**config.mk**
```make
export PLATFORM = sky130hd
export DESIGN_NAME = shift_chain_key_change_scanner
export DESIGN_NICKNAME = d
export VERILOG_FILES = /design/src/rtl/skc_pkg.sv /design/src/rtl/skc_queue.sv /design/src/rtl/skc_front.sv /design/src/rtl/skc_back.sv /design/src/rtl/shift_chain_key_change_scanner.sv
export SDC_FILE = /design/constraint.sdc
export NUM_CORES = 1
export LEC_CHECK = 0
export BUFFER_PORTS_ARGS = -buffer_cell sky130_fd_sc_hd__buf_2
export CORE_ASPECT_RATIO = 0.5
export CORE_MARGIN = 2
export CORE_UTILIZATION = 63
export DETAILED_ROUTE_END_ITERATION = 8
export GPL_TIMING_DRIVEN = 0
export PLACE_DENSITY_LB_ADDON = 0.08
export SETUP_SLACK_MARGIN = 0.15
export SLEW_MARGIN = 30
export SYNTH_ARGS = -nofsm -noshare
export SYNTH_HDL_FRONTEND = slang
export SYNTH_HIERARCHICAL = 1
export SYNTH_SLANG_ARGS = --single-unit
export TNS_END_PERCENT = 1
```
**constraint.sdc**
```tcl
create_clock -name clk_i -period 4.8 [get_ports clk_i]
set_input_delay 0.72 -clock clk_i [delete_from_list [all_inputs] [get_ports clk_i]]
set_output_delay 0.72 -clock clk_i [all_outputs]
set_load 0.02 [all_outputs]
```
**src/rtl/skc_pkg.sv**
```systemverilog
// Package for the shift-chain key-change scanner.
// Holds shared constants, register indexes and types; no dependencies.
`timescale 1ns / 1ps

package skc_pkg;

  localparam int unsigned ChainsDef      = 6;
  localparam int unsigned BitsPerChainDef = 8;
  localparam int unsigned DataW          = 6;
  localparam int unsigned KeyIdxW        = 6;
  localparam int unsigned QueueDepth     = 2;
  localparam int unsigned CfgIdxW        = 1;

  localparam logic [CfgIdxW-1:0] CfgPressEn   = 1'd0;
  localparam logic [CfgIdxW-1:0] CfgReleaseEn = 1'd1;

  typedef enum logic {
    BK_IDLE,
    BK_SCAN
  } back_state_e;

  typedef struct packed {
    logic press_en;
    logic release_en;
  } event_cfg_t;

endpackage

```
**src/rtl/skc_queue.sv**
```systemverilog
// Short request queue between scanner front and back.
// Register-based FIFO; uses skc_pkg only for its default depth.
`timescale 1ns / 1ps

module skc_queue
  import skc_pkg::*;
#(
  parameter int unsigned Width = 48,
  parameter int unsigned Depth = QueueDepth
) (
  input  logic             clk_i,
  input  logic             rst_ni,
  input  logic             push_i,
  input  logic [Width-1:0] push_data_i,
  input  logic             pop_i,
  output logic [Width-1:0] pop_data_o,
  output logic             full_o,
  output logic             empty_o
);

  localparam int unsigned PtrW = (Depth > 1) ? $clog2(Depth) : 1;
  localparam int unsigned CntW = $clog2(Depth + 1);

  logic [Width-1:0] mem_q [Depth];
  logic [PtrW-1:0]  wr_ptr_q, wr_ptr_d;
  logic [PtrW-1:0]  rd_ptr_q, rd_ptr_d;
  logic [CntW-1:0]  cnt_q, cnt_d;

  assign full_o     = (cnt_q == CntW'(Depth));
  assign empty_o    = (cnt_q == '0);
  assign pop_data_o = mem_q[rd_ptr_q];

  always_comb begin
    wr_ptr_d = wr_ptr_q;
    rd_ptr_d = rd_ptr_q;
    cnt_d    = cnt_q;
    if (push_i) begin
      wr_ptr_d = (wr_ptr_q == PtrW'(Depth - 1)) ? '0 : wr_ptr_q + 1'b1;
    end
    if (pop_i) begin
      rd_ptr_d = (rd_ptr_q == PtrW'(Depth - 1)) ? '0 : rd_ptr_q + 1'b1;
    end
    if (push_i && !pop_i) begin
      cnt_d = cnt_q + 1'b1;
    end else if (pop_i && !push_i) begin
      cnt_d = cnt_q - 1'b1;
    end
  end

  always_ff @(posedge clk_i or negedge rst_ni) begin
    if (!rst_ni) begin
      wr_ptr_q <= '0;
      rd_ptr_q <= '0;
      cnt_q    <= '0;
    end else begin
      wr_ptr_q <= wr_ptr_d;
      rd_ptr_q <= rd_ptr_d;
      cnt_q    <= cnt_d;
    end
  end

  always_ff @(posedge clk_i) begin
    if (push_i) begin
      mem_q[wr_ptr_q] <= push_data_i;
    end
  end

`ifndef SYNTHESIS
  a_no_push_full: assert property (@(posedge clk_i) disable iff (!rst_ni)
    full_o |-> !push_i || pop_i) else $error("queue push while full");
  a_no_pop_empty: assert property (@(posedge clk_i) disable iff (!rst_ni)
    empty_o |-> !pop_i) else $error("queue pop while empty");
  a_cnt_bound: assert property (@(posedge clk_i) disable iff (!rst_ni)
    cnt_q <= CntW'(Depth)) else $error("queue count out of range");
`endif

endmodule

```
**src/rtl/skc_front.sv**
```systemverilog
// Scanner front: accepts shift steps and assembles the per-chain bytes.
// Pushes one key snapshot per completed scan; uses skc_pkg.
`timescale 1ns / 1ps

module skc_front
  import skc_pkg::*;
#(
  parameter int unsigned Chains       = ChainsDef,
  parameter int unsigned BitsPerChain = BitsPerChainDef,
  localparam int unsigned Keys        = Chains * BitsPerChain
) (
  input  logic             clk_i,
  input  logic             rst_ni,
  input  logic             step_valid_i,
  output logic             step_ready_o,
  input  logic [DataW-1:0] data_bits_i,
  output logic             push_o,
  output logic [Keys-1:0]  push_data_o,
  input  logic             full_i
);

  localparam int unsigned StepW = (BitsPerChain > 1) ? $clog2(BitsPerChain) : 1;

  logic [BitsPerChain-1:0] chain_q [Chains];
  logic [BitsPerChain-1:0] chain_d [Chains];
  logic [StepW-1:0]        step_q, step_d;
  logic                    accept;
  logic                    scan_done;

  assign step_ready_o = !full_i;
  assign accept       = step_valid_i && step_ready_o;
  assign scan_done    = (step_q == StepW'(BitsPerChain - 1));
  assign push_o       = accept && scan_done;

  always_comb begin
    for (int c = 0; c < Chains; c++) begin
      if (BitsPerChain > 1) begin
        chain_d[c] = {chain_q[c][BitsPerChain-2:0], 1'b0};
      end else begin
        chain_d[c] = '0;
      end
      chain_d[c][0] = (c < DataW) ? data_bits_i[c % DataW] : 1'b0;
      push_data_o[c*BitsPerChain +: BitsPerChain] = chain_d[c];
    end
  end

  always_comb begin
    step_d = step_q;
    if (accept) begin
      step_d = scan_done ? '0 : step_q + 1'b1;
    end
  end

  always_ff @(posedge clk_i or negedge rst_ni) begin
    if (!rst_ni) begin
      step_q <= '0;
      for (int c = 0; c < Chains; c++) begin
        chain_q[c] <= '0;
      end
    end else begin
      step_q <= step_d;
      if (accept) begin
        for (int c = 0; c < Chains; c++) begin
          chain_q[c] <= scan_done ? '0 : chain_d[c];
        end
      end
    end
  end

endmodule

```
**src/rtl/skc_back.sv**
```systemverilog
// Scanner back: compares a snapshot with the stored key states and walks
// the keys in ascending order, one per cycle unless an event waits on the output, emitting events; uses skc_pkg.
`timescale 1ns / 1ps

module skc_back
  import skc_pkg::*;
#(
  parameter int unsigned Keys = ChainsDef * BitsPerChainDef
) (
  input  logic               clk_i,
  input  logic               rst_ni,
  input  event_cfg_t         cfg_i,
  input  logic               empty_i,
  input  logic [Keys-1:0]    snap_i,
  output logic               pop_o,
  output logic               ev_valid_o,
  input  logic               ev_ready_i,
  output logic [KeyIdxW-1:0] ev_key_o,
  output logic               ev_pressed_o,
  output logic               ev_last_o
);

  localparam int unsigned KeyW = (Keys > 1) ? $clog2(Keys) : 1;

  back_state_e       state_q, state_d;
  logic [Keys-1:0]   prev_q;
  logic [Keys-1:0]   now_q;
  logic [Keys-1:0]   mask_q, mask_d;
  logic [KeyW-1:0]   idx_q, idx_d;
  logic [Keys-1:0]   rest;
  logic [Keys-1:0]   new_mask;
  logic              cur;
  logic              can_load;
  logic              load;
  logic              advance;
  logic              out_valid_q;
  logic [KeyIdxW-1:0] out_key_q;
  logic              out_pressed_q;
  logic              out_last_q;

  assign new_mask = (snap_i & ~prev_q & {Keys{cfg_i.press_en}})
                  | (~snap_i & prev_q & {Keys{cfg_i.release_en}});
  assign cur      = mask_q[idx_q];
  assign rest     = mask_q & ~(Keys'(1) << idx_q);
  assign can_load = !out_valid_q || ev_ready_i;

  always_comb begin
    state_d = state_q;
    case (state_q)
      BK_IDLE: begin
        if (!empty_i) begin
          state_d = BK_SCAN;
        end
      end
      BK_SCAN: begin
        if (advance && (rest == '0)) begin
          state_d = BK_IDLE;
        end
      end
      default: state_d = BK_IDLE;
    endcase
  end

  always_comb begin
    pop_o   = 1'b0;
    load    = 1'b0;
    advance = 1'b0;
    mask_d  = mask_q;
    idx_d   = idx_q;
    case (state_q)
      BK_IDLE: begin
        if (!empty_i) begin
          pop_o  = 1'b1;
          mask_d = new_mask;
          idx_d  = '0;
        end
      end
      BK_SCAN: begin
        load    = cur && can_load;
        advance = !cur || can_load;
        if (load) begin
          mask_d = rest;
        end
        if (advance) begin
          idx_d = idx_q + 1'b1;
        end
      end
      default: ;
    endcase
  end

  always_ff @(posedge clk_i or negedge rst_ni) begin
    if (!rst_ni) begin
      state_q     <= BK_IDLE;
      prev_q      <= '0;
      mask_q      <= '0;
      idx_q       <= '0;
      out_valid_q <= 1'b0;
    end else begin
      state_q <= state_d;
      mask_q  <= mask_d;
      idx_q   <= idx_d;
      if (pop_o) begin
        prev_q <= snap_i;
      end
      if (load) begin
        out_valid_q <= 1'b1;
      end else if (ev_ready_i) begin
        out_valid_q <= 1'b0;
      end
    end
  end

  always_ff @(posedge clk_i) begin
    if (pop_o) begin
      now_q <= snap_i;
    end
    if (load) begin
      out_key_q     <= KeyIdxW'(idx_q);
      out_pressed_q <= now_q[idx_q];
      out_last_q    <= (rest == '0);
    end
  end

  assign ev_valid_o   = out_valid_q;
  assign ev_key_o     = out_key_q;
  assign ev_pressed_o = out_pressed_q;
  assign ev_last_o    = out_last_q;

`ifndef SYNTHESIS
  a_idle_mask_clear: assert property (@(posedge clk_i) disable iff (!rst_ni)
    state_q == BK_IDLE |-> mask_q == '0) else $error("pending events left in idle");
  a_load_only_scan: assert property (@(posedge clk_i) disable iff (!rst_ni)
    load |-> state_q == BK_SCAN && !pop_o) else $error("event load outside scan");
`endif

endmodule

```
**src/rtl/shift_chain_key_change_scanner.sv**
```systemverilog
// Shift-chain key-change scanner, top level: config registers, front, queue, back.
// Path: a completed scan's snapshot goes through the queue to the back, which walks its keys
// and registers each event for the output; events leave at most one per cycle.
// Throughput: a shift step is taken every cycle while the two-entry queue has room;
// the back pops a new snapshot only after its key walk for the previous one is done.
// Reset: asynchronous, active low; clears key states, chain bytes, queue and enables.
`timescale 1ns / 1ps

module shift_chain_key_change_scanner
  import skc_pkg::*;
#(
  parameter int unsigned Chains       = ChainsDef,
  parameter int unsigned BitsPerChain = BitsPerChainDef
) (
  input  logic               clk_i,
  input  logic               rst_ni,
  input  logic               cfg_we_i,
  input  logic [CfgIdxW-1:0] cfg_idx_i,
  input  logic               cfg_wdata_i,
  input  logic               s_axis_tvalid,
  output logic               s_axis_tready,
  input  logic [7:0]         s_axis_tdata,   // [5:0] data_bits
  output logic               m_axis_tvalid,
  input  logic               m_axis_tready,
  output logic [7:0]         m_axis_tdata,   // [5:0] key_index, [6] pressed
  output logic               m_axis_tlast
);

  localparam int unsigned Keys = Chains * BitsPerChain;

  event_cfg_t         cfg_q;
  logic               push;
  logic [Keys-1:0]    push_data;
  logic               pop;
  logic [Keys-1:0]    pop_data;
  logic               q_full;
  logic               q_empty;
  logic [KeyIdxW-1:0] ev_key;
  logic               ev_pressed;

  always_ff @(posedge clk_i or negedge rst_ni) begin
    if (!rst_ni) begin
      cfg_q <= '0;
    end else if (cfg_we_i) begin
      case (cfg_idx_i)
        CfgPressEn:   cfg_q.press_en   <= cfg_wdata_i;
        CfgReleaseEn: cfg_q.release_en <= cfg_wdata_i;
        default: ;
      endcase
    end
  end

  skc_front #(
    .Chains       (Chains),
    .BitsPerChain (BitsPerChain)
  ) u_front (
    .clk_i        (clk_i),
    .rst_ni       (rst_ni),
    .step_valid_i (s_axis_tvalid),
    .step_ready_o (s_axis_tready),
    .data_bits_i  (s_axis_tdata[DataW-1:0]),
    .push_o       (push),
    .push_data_o  (push_data),
    .full_i       (q_full)
  );

  skc_queue #(
    .Width (Keys),
    .Depth (QueueDepth)
  ) u_queue (
    .clk_i       (clk_i),
    .rst_ni      (rst_ni),
    .push_i      (push),
    .push_data_i (push_data),
    .pop_i       (pop),
    .pop_data_o  (pop_data),
    .full_o      (q_full),
    .empty_o     (q_empty)
  );

  skc_back #(
    .Keys (Keys)
  ) u_back (
    .clk_i        (clk_i),
    .rst_ni       (rst_ni),
    .cfg_i        (cfg_q),
    .empty_i      (q_empty),
    .snap_i       (pop_data),
    .pop_o        (pop),
    .ev_valid_o   (m_axis_tvalid),
    .ev_ready_i   (m_axis_tready),
    .ev_key_o     (ev_key),
    .ev_pressed_o (ev_pressed),
    .ev_last_o    (m_axis_tlast)
  );

  assign m_axis_tdata = {1'b0, ev_pressed, ev_key};

endmodule
```
==> results of run 1 <==
-- cell families after synthesis --
family / share of synthesized area
flops: 0.576
simple gates: 0.133
other cells: 0.000256
mux: 0.170
buf+inv: 0.0368
xor+xnor: 0.00359
fa+ha+maj: 0.00769
compound gates: 0.0719
-- worst max-delay path, stage by stage (launching register included) --
cell and delay, ps:
dfrtp_1 480, buf_4 260, buf_6 190, buf_2 270, inv_1 160, ha_1 160, buf_2 290, nand3b_2 290
o32ai_2 270, o32ai_1 120, or4_1 530, or3_4 430, nor4_4 320, a31oi_1 140
-- cells in the mapped netlist (2+ instances only) --
cell type,count
dfrtp_1,155
nand2_1,155
edfxtp_1,152
o21ai_0,95
mux2_2,94
nor2_1,65
nand3b_1,55
mux2_4,51
nor2b_1,49
clkbuf_1,38
mux4_2,26
a31oi_1,21
nor3_1,19
buf_4,16
buf_2,11
nand3_1,10
a21oi_1,9
ha_1,9
inv_1,9
mux2i_1,8
buf_6,7
o21ai_1,7
buf_8,6
a32oi_1,5
buf_1,5
nand2b_1,5
o22ai_1,5
o31ai_1,5
or3_1,4
xor2_1,4
and2_1,3
nand4_1,3
o311ai_0,3
and2b_1,2
o211ai_1,2
o21a_1,2
o32ai_2,2
or2_1,2
or3b_1,2
or4_1,2
xnor2_1,2
-- stage by stage --
stage | setup WS (ps) | hold WS [ps]
after floorplan | 793 | 420
after global placement | -551 | 428
after detailed placement | 753 | 437
after CTS | 737 | 139
after global routing | 503 | 146
final | 698 | 113
-- flip-flops by register name (all words and copies together), names as in the netlist, 2 cells and up --
signal / count
u_queue/mem_q: 96
u_back/mask_q: 48
u_back/now_q: 48
u_back/prev_q: 48
u_front/push_data_o: 42
u_back/ev_key_o: 6
u_back/idx_q: 6
u_front/step_q: 3
cfg_q: 2
u_queue/cnt_q: 2
-- power by group --
group / switching [mW] / internal, mW / total [mW]
Combinational: 1.78 / 1.26 / 3.04
Sequential: 0.457 / 3.35 / 3.81
Clock: 1.01 / 1.35 / 2.35
Total: 3.25 / 5.96 / 9.21
-- final cells by class --
| class | count | area share |
|---|---|---|
| buffer | 83 | 0.0314 |
| clock buffer | 32 | 0.0440 |
| clock inverter | 17 | 0.0148 |
| inverter | 9 | 0.00208 |
| multi-input combinational | 754 | 0.350 |
| sequential | 307 | 0.520 |
| tap | 307 | 0.0237 |
| timing repair buffer | 27 | 0.0142 |
-- path summary, 6_finish.rpt --
| path | start | end | depth (start not counted) |
|---|---|---|---|
| max | u_back/idx_q[0] | u_back/state_q | 13 |
| min | rst_ni | u_back/mask_q[27] | 1 |
| max reg2reg | u_back/idx_q[0] | u_back/state_q | 13 |
| min reg2reg | u_back/idx_q[3] | u_back/ev_key_o[3] | 0 |
| max in group asynchronous | rst_ni | u_front/push_data_o[10] | 2 |
| min in group clk_i | cfg_wdata_i | cfg_q[1] | 2 |
-- layer usage --
metal | up-vias | global-route usage
li1 | 4291 | -
met1 | 5022 | 0.506
met2 | 500 | 0.491
met3 | 69 | 0.0776
met4 | 2 | 0.0774
met5 | - | 0
==> run metrics, run 1 <==
status finished, final reports clean; Slew Limit Fails 0; leakage about 6.1 nW; global-route wire length before repair 60100 um; share of cells above drive strength 1 0.241; Tmin final ~4100 ps; f_max between 200 and 250 MHz; post-synthesis net count 1177; CTS resizes 0; Max FO, Critical Path 10; Main synth FF type dfrtp_1; top cells by area, synth edfxtp_1 31%, dfrtp_1 26%, mux2_2 7.2%, mux2_4 5.2%, mux4_2 4.0%; DP HPWL 27200 um; # setup viols final 0; max_slew headroom 0.342; cell area after layout approximately 16000 sq um; Mapped Area between 10000 and 15000 sq um; area occupied by multi-input gates 5680 sq um; Worst-Margin Slew about 990 ps; Worst VDD drop ~0.61 mV; Reg clk slew, reported paths roughly 70 ps; Residual DRC 0; Max clock buf depth 3; Cell Count, Final, Fillers Out around 1.5k; DR WL met3 3700 um; EDFF count, synth roughly 150; largest net degree at the start of global routing 84; WL met2 roughly 17000 um; Die ar. between 20000 and 25000 sq um; fin util 0.711; number of library cell types mapped by synthesis just under 70; # rows 39; wire length on met1 17300 um; Reg2Reg Setup Slack 700 ps; Sink Count approximately 310; Post-CTS Repair Setup Buffers 0; Final Power 9.21 mW; RSZ-0062 raised after global routing false; Layout Nets about 1.2k; gr usage total 0.332; Num CTS Buffers 27; Die W 220 um; number of global-route vias before repair between 9k and 10k; routed len/inst 25.6 um; total gr overflow 0; Area Overhead vs Synth 10.8%; Seq cells post-synth around 300; Worst Skew roughly 13 ps; Fillers 1506; core area 22800 sq um; initial core utilization 0.641; sequential-to-total area share from yosys stat 0.576; die height 112 um; storage element area about 8400 sq um; H-tree Lvls 1; routability cong. approximately 0.99; Worst setup SP type flip-flop; WL final around 40000 um; DRT iter0 DRCs between 1k and 1.5k; Worst Hold Class input pin to async pin; initial antenna violation count 1; Ys Warns 6; async set-reset flop share out of synthesis 0.505; critical path required time 5210 ps; routed via count around 10k; mean post-synth cell area ~13 sq um; iteration count of the initial detailed-routing pass 6; Synth area leader edfxtp_1; most frequent cells in the layout 155 x nand2_1, 155 x dfrtp_1, 152 x edfxtp_1; CTS Root Cell clkbuf_16; PwrDens 567 nW/um^2; max-cap violations 0; share of the clock period used by the worst path 0.855; hold_buf cts 0; Crit. End Element flip-flop; Yosys top cell area share 0.312; Vias per Instance between 6 and 7; highest metal used met5; # IOs 26; DP Cell Count roughly 1.5k; Port Buffers 22; type of the worst setup path flip-flop to flip-flop; Post-DP Area approximately 15000 sq um; Critical Path AT ~4500 ps; Clock Latency Late Sink approximately 570 ps; Setup TNS 0 ps; final hold violation count 0; diode count 0; Post-Synthesis Cells roughly 1.2k; Post-DRT Antenna Nets 0; TritonCTS clock tree done
Power figures use the tool's default switching activity.
==> run 2, diff against run 1 <==
--- a/config.mk
+++ b/config.mk
@@ -6,9 +6,11 @@
 export NUM_CORES = 1
 export LEC_CHECK = 0
 export BUFFER_PORTS_ARGS = -buffer_cell sky130_fd_sc_hd__buf_2
+export CELL_PAD_IN_SITES_DETAIL_PLACEMENT = 0
+export CELL_PAD_IN_SITES_GLOBAL_PLACEMENT = 1
 export CORE_ASPECT_RATIO = 0.5
 export CORE_MARGIN = 2
-export CORE_UTILIZATION = 63
+export CORE_UTILIZATION = 52
 export DETAILED_ROUTE_END_ITERATION = 8
 export GPL_TIMING_DRIVEN = 0
 export PLACE_DENSITY_LB_ADDON = 0.08
==> run metrics, run 2 (synthesis gave the netlist of run 1 again) <==
FF-to-FF Start u_back/idx_q[0]; cells on worst reg2reg path 13 (unchanged); DRT iter0 DRCs 917 (-28%); Largest register FFs 96 (unchanged); diode count 0 (unchanged); f_max 252 MHz (+3.2%); share of the clock period used by the worst path 0.828 (-0.0264); TritonCTS clock tree done; Vias per Instance 5.82 (-9.5%); Post-CTS Repair Setup Buffers 0 (unchanged); Max clock buf depth 3 (unchanged); hold_buf cts 0 (unchanged); cell area after layout 16400 sq um (+0.82%); Sink Count 307 (unchanged); Worst VDD drop 0.326 mV (-47%); Worst Hold Class input pin to async pin; most frequent cells in the layout 155 x nand2_1, 155 x dfrtp_1, 152 x edfxtp_1; critical path required time 5220 ps (about the same); DP Cell Count 1562 (+5.0%); Slew Limit Fails 0 (unchanged); number of global-route vias before repair 8997 (-7.5%); type of the worst setup path flip-flop to flip-flop; Reg clk slew, reported paths 70 ps (about the same); Fillers 2220 (+47%); Post-DP Area 15400 sq um (+0.70%); iteration count of the initial detailed-routing pass 5 (-1); PwrDens 559 nW/um^2 (-1.5%); # rows 43 (+10%); routed via count 9396 (-4.9%); Num CTS Buffers 28 (+3.7%); Worst Skew 17.9 ps (+4.78 ps); PnR worst setup slack 824 ps (+127 ps); global-route wire length before repair 58100 um (-3.2%); # IOs 26 (unchanged); CTS Root Cell clkbuf_16; Crit. End Element flip-flop; Cell Count, Final, Fillers Out 1614 (+5.1%); core area 27700 sq um (+21%); Biggest register u_queue/mem_q; DP HPWL 27300 um (+0.35%); Final Power 9.14 mW (-0.68%); Die ar. 29600 sq um (+21%); routability cong. 0.968 (-1.7%); RSZ-0062 raised after global routing false; Worst setup SP type flip-flop; total gr overflow 0 (unchanged); die height 123 um (+9.7%); Area Overhead vs Synth 11.7%; Critical Path AT 4400 ps (-110 ps); gr usage total 0.273 (-0.0596); max-cap violations 0 (unchanged); share of cells above drive strength 1 0.240 (-0.000586); Worst-Margin Slew 1040 ps (+49.2 ps); fin util 0.591 (-0.120); Setup TNS 0 ps (unchanged); dpl ws 791 ps (+38.1 ps); CP Launch Point u_back/idx_q[0]; Reg2Reg Setup Slack 820 ps (+130 ps); Hold Slack 135 ps (+21.3 ps); Max FO, Critical Path 10 (unchanged); Clock Latency Late Sink 570 ps (about the same); largest net degree at the start of global routing 80 (-4.8%); Port Buffers 22 (unchanged); initial antenna violation count 0 (-1); CTS resizes 0 (unchanged); Post-DRT Antenna Nets 0 (unchanged); final hold violation count 0 (unchanged); status finished, final reports clean; Die W 241 um (+9.9%); H-tree Lvls 1 (unchanged); Residual DRC 0 (unchanged); Layout Nets 1234 (+0.081%); Tmin final 3980 ps (-127 ps); routed len/inst 23.9 um (-6.5%); # setup viols final 0 (unchanged); max_slew headroom 0.307 (-0.0354); WL final 38600 um (-1.8%); initial core utilization 0.529 (-0.113); leakage 6.16 nW (+0.35%)
[run 2: cell count changes in the layout (fill, tap and decap cells not counted), sizes merged]
cell      previous run  this run
clkinvlp             2         0
bufinv               5         3
clkinv               9         7
inv                 10         9
clkbuf              70        80
[run 2: layout make-up]
| type | count | area [sq um] | share of cell area |
|---|---|---|---|
| Clock inverter | 10 | 149 | 0.00910 |
| Inverter | 9 | 33.8 | 0.00206 |
| Tap cell | 382 | 478 | 0.0292 |
| Sequential cell | 307 | 8440 | 0.516 |
| Multi-Input combinational cell | 754 | 5680 | 0.347 |
| Timing Repair Buffer | 27 | 243 | 0.0148 |
| Buffer | 83 | 509 | 0.0311 |
| Clock buffer | 42 | 833 | 0.0509 |
[run 2: worst max-delay path, stage by stage, from the launching register on]
cell and delay [ps]:
dfrtp_1 450, buf_4 230, buf_6 190, buf_2 270, inv_1 150, ha_1 160, buf_2 260, nand3b_2 230
o32ai_2 240, o32ai_1 130, or4_1 590, or3_4 430, nor4_4 350, a31oi_1 130
[run 2: power by group]
group / switching, mW / total [mW] / internal (mW)
logic: 1.74 / 3.00 / 1.26
registers: 0.428 / 3.78 / 3.35
clock network: 1.00 / 2.37 / 1.37
[run 2: per-layer routing]
metal	part of all wire	wire (um)	up-vias	GRT usage
met1	0.50	19200	4757	0.430
met5	0	0	-	0
met4	0.015	564	0	0.0502
li1	-	-	4288	-
met3	0.064	2460	42	0.0472
met2	0.43	16400	309	0.397
[run 2: worst paths after layout]
check,to
max,u_back/state_q
min,u_back/mask_q[38]
max reg2reg,u_back/state_q
min reg2reg,u_back/ev_key_o[3]
max in group asynchronous,u_front/push_data_o[37]
min in group clk_i,cfg_q[1]
